[config.mk]
export PLATFORM = sky130hd
export DESIGN_NAME = tm_sdu_queue_matcher
export DESIGN_NICKNAME = d
export VERILOG_FILES = /design/src/rtl/core/tsqm_pkg.sv /design/src/rtl/core/tsqm_ctrl.sv /design/src/rtl/core/tsqm_dp.sv /design/src/rtl/core/tm_sdu_queue_matcher.sv
export SDC_FILE = /design/constraint.sdc
export NUM_CORES = 2
export LEC_CHECK = 0
export BUFFER_PORTS_ARGS = -buffer_cell sky130_fd_sc_hd__buf_2
export CAP_MARGIN = 30
export CORE_UTILIZATION = 62
export DETAILED_ROUTE_END_ITERATION = 8
export PLACE_DENSITY_LB_ADDON = 0.2
export SYNTH_ARGS = -nofsm -noshare
export SYNTH_HDL_FRONTEND = slang
export SYNTH_SLANG_ARGS = --single-unit
export TNS_END_PERCENT = 30
[constraint.sdc]
create_clock -name clk -period 15.6 [get_ports clk]
set_clock_uncertainty 0.15 [all_clocks]
set_input_delay 2.34 -clock clk [delete_from_list [all_inputs] [get_ports clk]]
set_output_delay 2.34 -clock clk [all_outputs]
set_load 0.05 [all_outputs]
[src/rtl/core/tsqm_pkg.sv]
`default_nettype none
// ----------------------------------------------------------------------------
// tsqm_pkg
// Types, codes and helpers shared by the TM SDU queue matcher modules.
// ----------------------------------------------------------------------------
package tsqm_pkg;

  localparam int QUEUE_DEPTH     = 16;
  localparam int SLOT_DELTA      = 2;
  localparam int SLOTS_PER_FRAME = 10;
  localparam int TICK_WRAP       = 10240;
  localparam int MAX_AGE_RESET   = 40;

  localparam int IDX_W = (QUEUE_DEPTH > 1) ? $clog2(QUEUE_DEPTH) : 1;
  localparam int CNT_W = $clog2(QUEUE_DEPTH + 1);

  // item kinds
  localparam logic [1:0] KIND_ENQUEUE  = 2'd0;
  localparam logic [1:0] KIND_TRANSMIT = 2'd1;
  localparam logic [1:0] KIND_FLUSH    = 2'd2;

  // result kinds
  localparam logic [2:0] RK_OCCUPANCY  = 3'd0;
  localparam logic [2:0] RK_DROPPED    = 3'd1;
  localparam logic [2:0] RK_SENT       = 3'd2;
  localparam logic [2:0] RK_NOT_FOUND  = 3'd3;
  localparam logic [2:0] RK_FULL       = 3'd4;
  localparam logic [2:0] RK_FLUSH_DONE = 3'd5;

  // config register indexes
  localparam int         CFG_IDX_W        = 1;
  localparam int         CFG_DATA_W       = 14;
  localparam logic [0:0] CFG_CHANNEL_KIND = 1'd0;
  localparam logic [0:0] CFG_MAX_AGE      = 1'd1;

  typedef struct packed {
    logic [1:0]  kind;
    logic [15:0] sdu_handle;
    logic [14:0] sdu_size;
    logic [9:0]  sched_sfn;
    logic [3:0]  sched_slot;
    logic [15:0] rnti;
    logic [17:0] trans_id;
    logic [13:0] current_time;
  } item_t;

  typedef struct packed {
    logic [2:0]  result_kind;
    logic [15:0] out_handle;
    logic [14:0] out_size;
    logic [9:0]  out_sfn;
    logic [3:0]  out_slot;
    logic [15:0] out_rnti;
    logic [31:0] bytes_sent_total;
    logic [31:0] pdus_sent_total;
    logic        last;
  } result_t;

  typedef struct packed {
    logic [15:0] handle;
    logic [14:0] size;
    logic [9:0]  sfn;
    logic [3:0]  slot;
    logic [15:0] user;
    logic [13:0] arrival;
  } entry_t;

  typedef enum logic [1:0] {
    ACT_KEEP,
    ACT_DROP,
    ACT_SEND
  } act_t;

  typedef enum logic [1:0] {
    ST_IDLE,
    ST_DISPATCH,
    ST_WALK,
    ST_TAIL
  } state_t;

  typedef struct packed {
    logic load;       // capture input beat
    logic enq;        // store entry / refuse, emit report
    logic prep;       // latch match target, restart walk
    logic step;       // handle entry at walk index
    logic tail_emit;  // emit not-found or flush-done
    logic finish;     // commit compacted count
  } cmd_t;

  typedef struct packed {
    logic [1:0] kind;
    logic       walk_done;
    act_t       action;
    logic       sent;
    logic       out_free;
  } status_t;

  // v mod 10 for v < 1029: quotient by reciprocal 205/2048
  function automatic logic [3:0] mod_slots(input logic [8:0] v);
    logic [16:0] p;
    logic [9:0]  q10;
    logic [9:0]  r;
    p   = 17'(v) * 17'd205;
    q10 = 10'(p[16:11]) * 10'(SLOTS_PER_FRAME);
    r   = 10'(v) - q10;
    return r[3:0];
  endfunction

  function automatic logic [13:0] norm_tick(input logic [13:0] t);
    return (t >= 14'(TICK_WRAP)) ? t - 14'(TICK_WRAP) : t;
  endfunction

endpackage
`default_nettype wire

[src/rtl/core/tsqm_ctrl.sv]
`default_nettype none
// ----------------------------------------------------------------------------
// tsqm_ctrl
// Sequencer: dispatches an input beat and paces the queue walk.
// ----------------------------------------------------------------------------
module tsqm_ctrl (
  input  wire logic              clk,
  input  wire logic              rst,
  input  wire logic              item_valid,
  output logic                   item_ready,
  input  wire tsqm_pkg::status_t status,
  output tsqm_pkg::cmd_t         cmd
);

  tsqm_pkg::state_t state, state_next;

  always_ff @(posedge clk) begin
    if (rst) begin
      state <= tsqm_pkg::ST_IDLE;
    end else begin
      state <= state_next;
    end
  end

  always_comb begin
    state_next = state;
    cmd        = '0;
    item_ready = (state == tsqm_pkg::ST_IDLE);
    case (state)
      tsqm_pkg::ST_IDLE: begin
        if (item_valid) begin
          cmd.load   = 1'b1;
          state_next = tsqm_pkg::ST_DISPATCH;
        end
      end
      tsqm_pkg::ST_DISPATCH: begin
        case (status.kind)
          tsqm_pkg::KIND_ENQUEUE: begin
            if (status.out_free) begin
              cmd.enq    = 1'b1;
              state_next = tsqm_pkg::ST_IDLE;
            end
          end
          tsqm_pkg::KIND_TRANSMIT, tsqm_pkg::KIND_FLUSH: begin
            cmd.prep   = 1'b1;
            state_next = tsqm_pkg::ST_WALK;
          end
          default: begin
            state_next = tsqm_pkg::ST_IDLE;
          end
        endcase
      end
      tsqm_pkg::ST_WALK: begin
        if (status.walk_done) begin
          state_next = tsqm_pkg::ST_TAIL;
        end else if (status.action == tsqm_pkg::ACT_KEEP || status.out_free) begin
          cmd.step = 1'b1;
        end
      end
      tsqm_pkg::ST_TAIL: begin
        if (status.sent) begin
          cmd.finish = 1'b1;
          state_next = tsqm_pkg::ST_IDLE;
        end else if (status.out_free) begin
          cmd.tail_emit = 1'b1;
          cmd.finish    = 1'b1;
          state_next    = tsqm_pkg::ST_IDLE;
        end
      end
      default: begin
        state_next = tsqm_pkg::ST_IDLE;
      end
    endcase
  end

endmodule
`default_nettype wire

[src/rtl/core/tsqm_dp.sv]
`default_nettype none
// ----------------------------------------------------------------------------
// tsqm_dp
// Queue storage, match logic, counters, config and output register.
// ----------------------------------------------------------------------------
module tsqm_dp (
  input  wire logic                                clk,
  input  wire logic                                rst,
  input  wire tsqm_pkg::item_t                     item,
  input  wire logic                                cfg_valid,
  input  wire logic [tsqm_pkg::CFG_IDX_W-1:0]      cfg_index,
  input  wire logic [tsqm_pkg::CFG_DATA_W-1:0]     cfg_data,
  output logic                                     result_valid,
  input  wire logic                                result_ready,
  output tsqm_pkg::result_t                        result,
  input  wire tsqm_pkg::cmd_t                      cmd,
  output tsqm_pkg::status_t                        status
);

  localparam int IW = tsqm_pkg::IDX_W;
  localparam int CW = tsqm_pkg::CNT_W;

  tsqm_pkg::entry_t entries [tsqm_pkg::QUEUE_DEPTH];

  tsqm_pkg::item_t   cur;
  logic [13:0]       now;
  logic [9:0]        tgt_sfn;
  logic [3:0]        tgt_slot;
  logic [CW-1:0]     count;
  logic [CW-1:0]     idx;
  logic [CW-1:0]     kept;
  logic              sent;
  logic              channel_kind;
  logic [13:0]       max_age;
  logic [31:0]       bytes_counter;
  logic [31:0]       pdus_counter;
  tsqm_pkg::result_t result_next;

  tsqm_pkg::entry_t  head;
  tsqm_pkg::entry_t  new_entry;
  tsqm_pkg::act_t    action;
  logic [13:0]       age;
  logic [8:0]        slot_sum;
  logic              full;
  logic              emit;
  logic              out_free;
  logic [31:0]       bytes_next;

  assign head     = entries[idx[IW-1:0]];
  assign full     = (count >= CW'(tsqm_pkg::QUEUE_DEPTH));
  assign out_free = !result_valid || result_ready;
  assign slot_sum = 9'(cur.trans_id[7:0]) + 9'(tsqm_pkg::SLOT_DELTA);
  assign age      = (now < head.arrival) ? (14'(tsqm_pkg::TICK_WRAP) - head.arrival) + now
                                         : now - head.arrival;
  assign bytes_next = bytes_counter + 32'(head.size);

  assign new_entry = '{handle:  cur.sdu_handle,
                       size:    cur.sdu_size,
                       sfn:     cur.sched_sfn,
                       slot:    cur.sched_slot,
                       user:    cur.rnti,
                       arrival: now};

  always_comb begin
    if (sent) begin
      action = tsqm_pkg::ACT_KEEP;
    end else if (cur.kind == tsqm_pkg::KIND_FLUSH) begin
      action = tsqm_pkg::ACT_DROP;
    end else if (channel_kind) begin
      action = (head.sfn == tgt_sfn && head.slot == tgt_slot) ? tsqm_pkg::ACT_SEND
                                                              : tsqm_pkg::ACT_DROP;
    end else if (age > max_age) begin
      action = tsqm_pkg::ACT_DROP;
    end else if (head.user != cur.rnti) begin
      action = tsqm_pkg::ACT_KEEP;
    end else begin
      action = tsqm_pkg::ACT_SEND;
    end
  end

  assign emit = cmd.enq || cmd.tail_emit || (cmd.step && action != tsqm_pkg::ACT_KEEP);

  always_comb begin
    result_next = '0;
    result_next.bytes_sent_total = bytes_counter;
    result_next.pdus_sent_total  = pdus_counter;
    if (cmd.enq) begin
      result_next.result_kind = full ? tsqm_pkg::RK_FULL : tsqm_pkg::RK_OCCUPANCY;
      result_next.out_handle  = cur.sdu_handle;
      result_next.out_size    = cur.sdu_size;
      result_next.out_sfn     = cur.sched_sfn;
      result_next.out_slot    = cur.sched_slot;
      result_next.out_rnti    = cur.rnti;
      result_next.last        = 1'b1;
    end else if (cmd.step) begin
      result_next.out_handle = head.handle;
      result_next.out_size   = head.size;
      result_next.out_sfn    = head.sfn;
      result_next.out_slot   = head.slot;
      result_next.out_rnti   = head.user;
      if (action == tsqm_pkg::ACT_SEND) begin
        result_next.result_kind      = tsqm_pkg::RK_SENT;
        result_next.bytes_sent_total = bytes_next;
        result_next.pdus_sent_total  = pdus_counter + 32'd1;
        result_next.last             = 1'b1;
      end else begin
        result_next.result_kind = tsqm_pkg::RK_DROPPED;
      end
    end else begin
      result_next.result_kind = (cur.kind == tsqm_pkg::KIND_FLUSH) ? tsqm_pkg::RK_FLUSH_DONE
                                                                  : tsqm_pkg::RK_NOT_FOUND;
      result_next.last        = 1'b1;
    end
  end

  // control state, counters, config
  always_ff @(posedge clk) begin
    if (rst) begin
      count         <= '0;
      idx           <= '0;
      kept          <= '0;
      sent          <= 1'b0;
      bytes_counter <= '0;
      pdus_counter  <= '0;
      channel_kind  <= 1'b0;
      max_age       <= 14'(tsqm_pkg::MAX_AGE_RESET);
      result_valid  <= 1'b0;
    end else begin
      if (cfg_valid) begin
        case (cfg_index)
          tsqm_pkg::CFG_CHANNEL_KIND: channel_kind <= cfg_data[0];
          tsqm_pkg::CFG_MAX_AGE:      max_age      <= cfg_data;
          default: ;
        endcase
      end
      if (emit) begin
        result_valid <= 1'b1;
      end else if (result_ready) begin
        result_valid <= 1'b0;
      end
      if (cmd.enq && !full) begin
        count <= count + CW'(1);
      end
      if (cmd.prep) begin
        idx  <= '0;
        kept <= '0;
        sent <= 1'b0;
      end
      if (cmd.step) begin
        idx <= idx + CW'(1);
        if (action == tsqm_pkg::ACT_KEEP) begin
          kept <= kept + CW'(1);
        end
        if (action == tsqm_pkg::ACT_SEND) begin
          sent          <= 1'b1;
          bytes_counter <= bytes_next;
          pdus_counter  <= pdus_counter + 32'd1;
        end
      end
      if (cmd.finish) begin
        count <= kept;
      end
    end
  end

  // payload registers
  always_ff @(posedge clk) begin
    if (cmd.load) begin
      cur <= item;
      now <= tsqm_pkg::norm_tick(item.current_time);
    end
    if (cmd.prep) begin
      tgt_slot <= tsqm_pkg::mod_slots(slot_sum);
      tgt_sfn  <= (slot_sum >= 9'(tsqm_pkg::SLOTS_PER_FRAME)) ? cur.trans_id[17:8] + 10'd1
                                                             : cur.trans_id[17:8];
    end
    if (emit) begin
      result <= result_next;
    end
  end

  // queue storage: append on enqueue, compact kept entries during the walk
  always_ff @(posedge clk) begin
    if (cmd.enq && !full) begin
      entries[count[IW-1:0]] <= new_entry;
    end else if (cmd.step && action == tsqm_pkg::ACT_KEEP) begin
      entries[kept[IW-1:0]] <= head;
    end
  end

  assign status = '{kind:      cur.kind,
                    walk_done: (idx == count),
                    action:    action,
                    sent:      sent,
                    out_free:  out_free};

endmodule
`default_nettype wire

[src/rtl/core/tm_sdu_queue_matcher.sv]
`default_nettype none
// ----------------------------------------------------------------------------
// tm_sdu_queue_matcher
// Transparent-mode SDU descriptor queue with transmit-opportunity matching.
// ----------------------------------------------------------------------------
// Holds up to 16 SDU descriptors in arrival order. An enqueue beat stores a
// descriptor and answers with one occupancy report (or a full refusal). A
// transmit beat walks the queue from the head, one entry per clock (an entry
// to drop or send waits while the result side stalls) through a single read
// of the entry register file: in broadcast mode it drops entries until one
// matches the frame/slot target (trans_id slot plus 2, frame carried on slot
// wrap); in dedicated mode it drops entries older than max_age ticks, keeps
// other users' entries in order, and sends the first entry for the asked
// user, bumping the byte and PDU totals. A flush beat drops everything and
// ends with a flush-done beat. One beat is handled at a time, and a beat with
// a result to emit waits while the result side stalls. Results sit in an
// output register, so the next input is taken while the final result waits.
// last marks the final result of each input. Config writes (index 0
// channel_kind, 1 max_age) are always ready and belong in idle periods.
// ----------------------------------------------------------------------------
module tm_sdu_queue_matcher (
  input  wire logic                            clk,
  input  wire logic                            rst,
  // input beats
  input  wire logic                            item_valid,
  output logic                                 item_ready,
  input  wire tsqm_pkg::item_t                 item,
  // result beats
  output logic                                 result_valid,
  input  wire logic                            result_ready,
  output tsqm_pkg::result_t                    result,
  // config writes
  input  wire logic                            cfg_valid,
  output logic                                 cfg_ready,
  input  wire logic [tsqm_pkg::CFG_IDX_W-1:0]  cfg_index,
  input  wire logic [tsqm_pkg::CFG_DATA_W-1:0] cfg_data
);

  tsqm_pkg::cmd_t    cmd;
  tsqm_pkg::status_t status;

  // registers take a write every cycle
  assign cfg_ready = 1'b1;

  tsqm_ctrl u_ctrl (
    .clk        (clk),
    .rst        (rst),
    .item_valid (item_valid),
    .item_ready (item_ready),
    .status     (status),
    .cmd        (cmd)
  );

  tsqm_dp u_dp (
    .clk          (clk),
    .rst          (rst),
    .item         (item),
    .cfg_valid    (cfg_valid),
    .cfg_index    (cfg_index),
    .cfg_data     (cfg_data),
    .result_valid (result_valid),
    .result_ready (result_ready),
    .result       (result),
    .cmd          (cmd),
    .status       (status)
  );

endmodule
`default_nettype wire
### After elaboration in Yosys (flattened, before gate mapping)

Memories as Yosys holds them, arrays and structs flattened. A register that Yosys moved wholly into a read port is not among the register bits.
Cells that the tools add are included.

* register bits after elaboration: 336
* latch bits: 0
* memory bits (writable): 1200
* memory bits (read-only): 0
* output and inout port bits: 132
* word-level logic and storage cells: 145
* memories: 1

* add/sub/neg operators: 12
* multiply operators: 2
* divide/modulo/power cells: 0
* $lt $le $gt $ge: 5
* equal/unequal tests: 12
* shift operators: 0
* multiplexer cells: 58
* bitwise operators: 2
* reduce and logical (&&, ||, !) cells: 24

Memories
* u_dp.entries: words 16, width 75, read ports 1, clocked after Yosys merged registers in 1, wr ports 1, RTL line tsqm_dp.sv:23 `tsqm_pkg::entry_t entries [tsqm_pkg::QUEUE_DEPTH];`

Operators with widths (number)
* 2-to-1 mux 64 bit: 2
* 2-to-1 mux 125 bit: 1
* 2-to-1 mux 75 bit: 1
* OR reduction 75 bit: 1
* 2-to-1 mux 65 bit: 1
* 2-to-1 mux 5 bit: 7
* adder 32 x 1 -> 32 bit (second input constant): 1
* adder 32 x 15 -> 32 bit: 1
* 2-to-1 mux 14 bit: 2
* 2-to-1 mux 2 bit: 14
* 2-to-1 mux 1 bit: 21
* multiplier 9 x 8 -> 17 bit (second input constant): 1
* != test 16 bit: 1
* adder 5 x 1 -> 5 bit (second input constant): 3
* adder 14 bit: 1
* >= comparator 14 bit (second input constant): 1
* > comparator 14 bit: 1
* less-than comparator 14 bit: 1
* subtractor 14 bit: 1
* subtractor 14 bit (first input constant): 1
* subtractor 14 bit (second input constant): 1
* 2-to-1 mux 4 bit: 3
* adder 10 x 1 -> 10 bit (second input constant): 1
* equality test 10 bit: 1
* 22 further kinds: 46

### Depth between registers and ports, before layout

* depth in word-level cells: 19
* depth in mapped cells: 36
* gate-level depth less buffers: 26

### Hierarchy

A second synthesis with hierarchy kept.

* cells, all modules: 3661
* area, all modules: 64939.8 µm²

By module, submodules not included
* tsqm_dp: times used 1, cells each 3636, area an instance 64737.1 µm², seq. area each 45183.3 µm²
* tsqm_ctrl: times used 1, cells each 23, area an instance 191.4 µm², seq. area each 40.0 µm²
* tm_sdu_queue_matcher: times used 1, cells each 2, area an instance 11.3 µm², seq. area each 0.0 µm²

### Worst setup path before layout

OpenSTA, ideal clock, no wires.

* path type: register -> register
* from: register (tool-made name)
* to: register u_dp.result[0] (netlist name)
* setup time: 619 ps
* arrival: 13150 ps
* data required time: 14831 ps
* path slack: 1681 ps
* cell stages (with the launch flop): 35
* path buffers: 9
* clock period less this slack: 13919 ps
* path through: dfxtp_1 > buf_4 > buf_6 > buf_2 > buf_2 > buf_2 > buf_2 > buf_1 > mux4_2 > mux4_2 > ha_1 > fa_1 > inv_1 > a21oi_1 > o21bai_1 > a31o_2 > a31oi_1 > o21ai_0 > a31oi_1 > o21ai_0 > clkbuf_1 > clkbuf_1 > nand2_1 > o21ai_0 > ha_1 > and4_1 > a2111oi_0 > o31ai_1 > a31oi_1 > a31oi_1 > nor4_2 > nand4_4 > nand3_1 > a22oi_1 > nor2_1

==> results.yml <==
clock_network:
  cts_resized: 0
  htreeDepth: 4
  cts.sinks: 1540
  cts_setup_buffers: 0
  clkTransAtPathRegs_ps: 60
  cts_root_buffer: "clkbuf_16"
  cts_tree: "built"
  cts_buffers: 154
  clkLatencyLatePin_ps: 760
  ctsLongestPathBuffers: 3
  cts-hold-fix-buffers: 0
synthesis:
  synth-compound-area-share_pct: 3.42
  synth_edf_count: 1438
  synth_xor_area_share_pct: 2.16
  synthAdderAreaFrac_pct: 3.00
  ys_warn_count: 0
  synth_mux_area_share_pct: 15.3
  ys_seq_area_share_pct: 70.6
  syn_avg_cell_area_sq_um: 18.7
  syn_nets: 3680
  async_flop_share_pct: 0
  synth_top_family_by_area: "multiplexers"
  synth_simple_gate_area_share_pct: 3.61
  ys.flop_type: "edfxtp_1"
  synth_area_sq_um: 64100
  synth.distinct_cells: 76
  syn_inst: 3427
  ys_seq_elements: 1540
floorplan:
  fp.coreArea_sq_um: 102000
  ioPinCount: 247
  initial_core_util_pct: 62.7
  die_area_sq_um: 105000
  num_rows: 117
  fp.dieW_microns: 323
  fp.dieH_microns: 323
sta:
  rsz0062_at_grt: "no"
  worst_slew_pin_slew_ps: 1020
  setup_violations: 0
  finalCritPeriodShare_pct: 66.2
  clock.fmax_ghz: 0.0969
  tns_ps: 0
  hold_viol: 0
  drv_slew: 0
  min_period_ps: 10320
  slew_headroom_pct: 30.4
  layout_setup_ws_ps: 5280
global_routing:
  grt_overflow: 0
  grtUsageTotal_pct: 28.9
  grt_pass1_wl_mm: 220
  grt_start_max_net_pins: 99
  grt_pass1_vias: 34800
  antenna_found_initial: 6
detailed_routing:
  drtAntennaViolNets: 0
  vias: 33800
  drt_first_pass_iters: 7
  drtIter0Drc: 3499
  routed_wl_mm: 148
  post-route-drc-count: 0
  wire_per_inst_microns: 28.3
  avgViaCountPerCell: 6.43
setup_path:
  cpPeakStageDelay_ps: 870
  critPathRequiredTime_ps: 15810
  critPathTopFamily: "compound AO/OA/AOI/OAI gates"
  crit_fanout: 68
  critPathArrivalTime_ps: 10530
  critPathLaunchType: "flip-flop"
  cp_common_cell: "buf_4"
  end_kind: "flip-flop"
  crit_type: "reg -> reg"
  worst_path_max_delay_cell: "buf_4"
  critPathBufInv: 6
flow_run:
  maxCapViolCount: 0
power_and_ir_drop:
  power.total_uw: 9170
  ir_worst_vdd_v: 0.0000996
  powerDensity_nw_per_um2: 127
  p_leak_uw: 0.0240
hold_path:
  hp-class: "reg -> reg"
final_layout:
  layout.filler_cells: 6268
  final_nets: 4007
  area_growth_pct: 12.6
  layout-drive-gt1-share_pct: 26.6
  stdcell_count: 5252
placement:
  dp_hpwl_mm: 87.4
  dp_cells: 4962
  io_buffer_count: 245
  post-place-ws_ps: 5230
  place_congestion: 0.911
outcome:
  status: "finished clean"
-- area by class of cell --
class                   instances  area (sq um)  share of cell area [%]
clock buffers                 190          4130                    5.72
inverters                     116           435                   0.604
repair buffers                325          1920                    2.66
flip-flops and latches       1540         45200                    62.7
well taps                    1368          1710                    2.37
clock inverters                91           835                    1.16
multi-input cells            1617         17900                    24.8
diodes                          5          12.5                  0.0173
-- worst min-delay path: cells and delay by family (launching register included) --
| family | cells | cell delay, ps |
|---|---|---|
| DFF | 1 | 310 |
| and+or+nand+nor | 1 | 50 |
| AOI/OAI and AO/OA | 1 | 50 |
-- per-layer routing --
layer,share of wire [%],up-vias,GRT usage (%)
met5,0.0088,-,0
met4,3.1,2,10.3
met3,8.7,290,5.18
met2,49,1736,47.3
met1,39,17400,39.5
li1,-,14300,-
-- state kept, by name, indices dropped and copies added (netlist names), 5 cells and up, named ones only --
register            cells
u_dp.max_age           14
u_dp.cur               79
u_dp.count              5
u_dp.entries         1200
u_dp.kept               5
u_dp.tgt_sfn           10
u_dp.idx                5
u_dp.result           129
u_dp.bytes_counter     32
u_dp.now               14
u_dp.pdus_counter      32
-- cell usage in the layout (no fill, tap or decap), types with 97 or more instances in the layout --
cell type  instances
ha_1             112
mux4_2           311
clkbuf_16        160
edfxtp_1        1438
buf_2            250
inv_1            116
dfxtp_1           98
nand2_1          116
mux2_2           137
mux2i_1           97
-- synthesized netlist by cell type, types with 11 or more instances --
| cell | instances | area [sq um] |
|---|---|---|
| nand2b_1 | 11 | 68.8 |
| o22ai_1 | 25 | 156 |
| a31oi_1 | 17 | 106 |
| a22o_1 | 58 | 508 |
| mux4_2 | 311 | 7000 |
| and3_1 | 23 | 144 |
| inv_1 | 116 | 435 |
| nor2b_1 | 70 | 438 |
| o21ai_0 | 51 | 255 |
| a21oi_1 | 60 | 300 |
| a21o_1 | 21 | 158 |
| buf_2 | 41 | 205 |
| nand2_1 | 118 | 443 |
| xnor2_1 | 90 | 788 |
| nand3_1 | 44 | 220 |
| mux2_2 | 137 | 1540 |
| fa_1 | 26 | 521 |
| edfxtp_1 | 1438 | 43200 |
| ha_1 | 112 | 1400 |
| nor2_1 | 92 | 345 |
| dfxtp_1 | 102 | 2040 |
| nor3_1 | 12 | 60.1 |
| buf_4 | 17 | 128 |
| nand4_1 | 24 | 150 |
| xor2_1 | 68 | 596 |
| clkbuf_1 | 60 | 225 |
| buf_1 | 25 | 93.8 |
| mux2i_1 | 97 | 971 |
-- worst paths after layout --
kind                                              startpoint                            end  slack [ps]  depth (start not counted)
worst max-delay path                               flip-flop  u_dp.entries[1][45]$_DFFE_PP_        5280                         27
worst min register to register  u_dp.max_age[2]$_SDFFE_PP0P_   u_dp.max_age[2]$_SDFFE_PP0P_         310                          2
worst max register to register                     flip-flop  u_dp.entries[1][45]$_DFFE_PP_        5280                         27
worst min-delay path            u_dp.max_age[2]$_SDFFE_PP0P_   u_dp.max_age[2]$_SDFFE_PP0P_         310                          2
-- kinds of logic after synthesis --
group	Yosys count
compound gates	311
xor+xnor	158
fa+ha+maj	138
buf+inv	270
flops	1540
mux	561
other cells	1
simple gates	448
-- stage by stage --
step | hold WS, ps | utilization [%] | cell area, sq um
after detailed placement | 299 | 65.7 | 67100
final | 308 | 70.6 | 72100
after global placement | 296 | 65.6 | 67000
after CTS | 310 | 70.5 | 72100
after floorplan | 286 | - | 64100
after global routing | 328 | 70.6 | 72100
-- report_power, final --
group	switching [uW]	leakage, uW	internal, uW
clock	1520	0.00243	2120
combinational	520	0.00770	309
sequential	50.7	0.0139	4650
total	2090	0.0240	7080
Note: power is estimated with default switching activity, not from simulation.
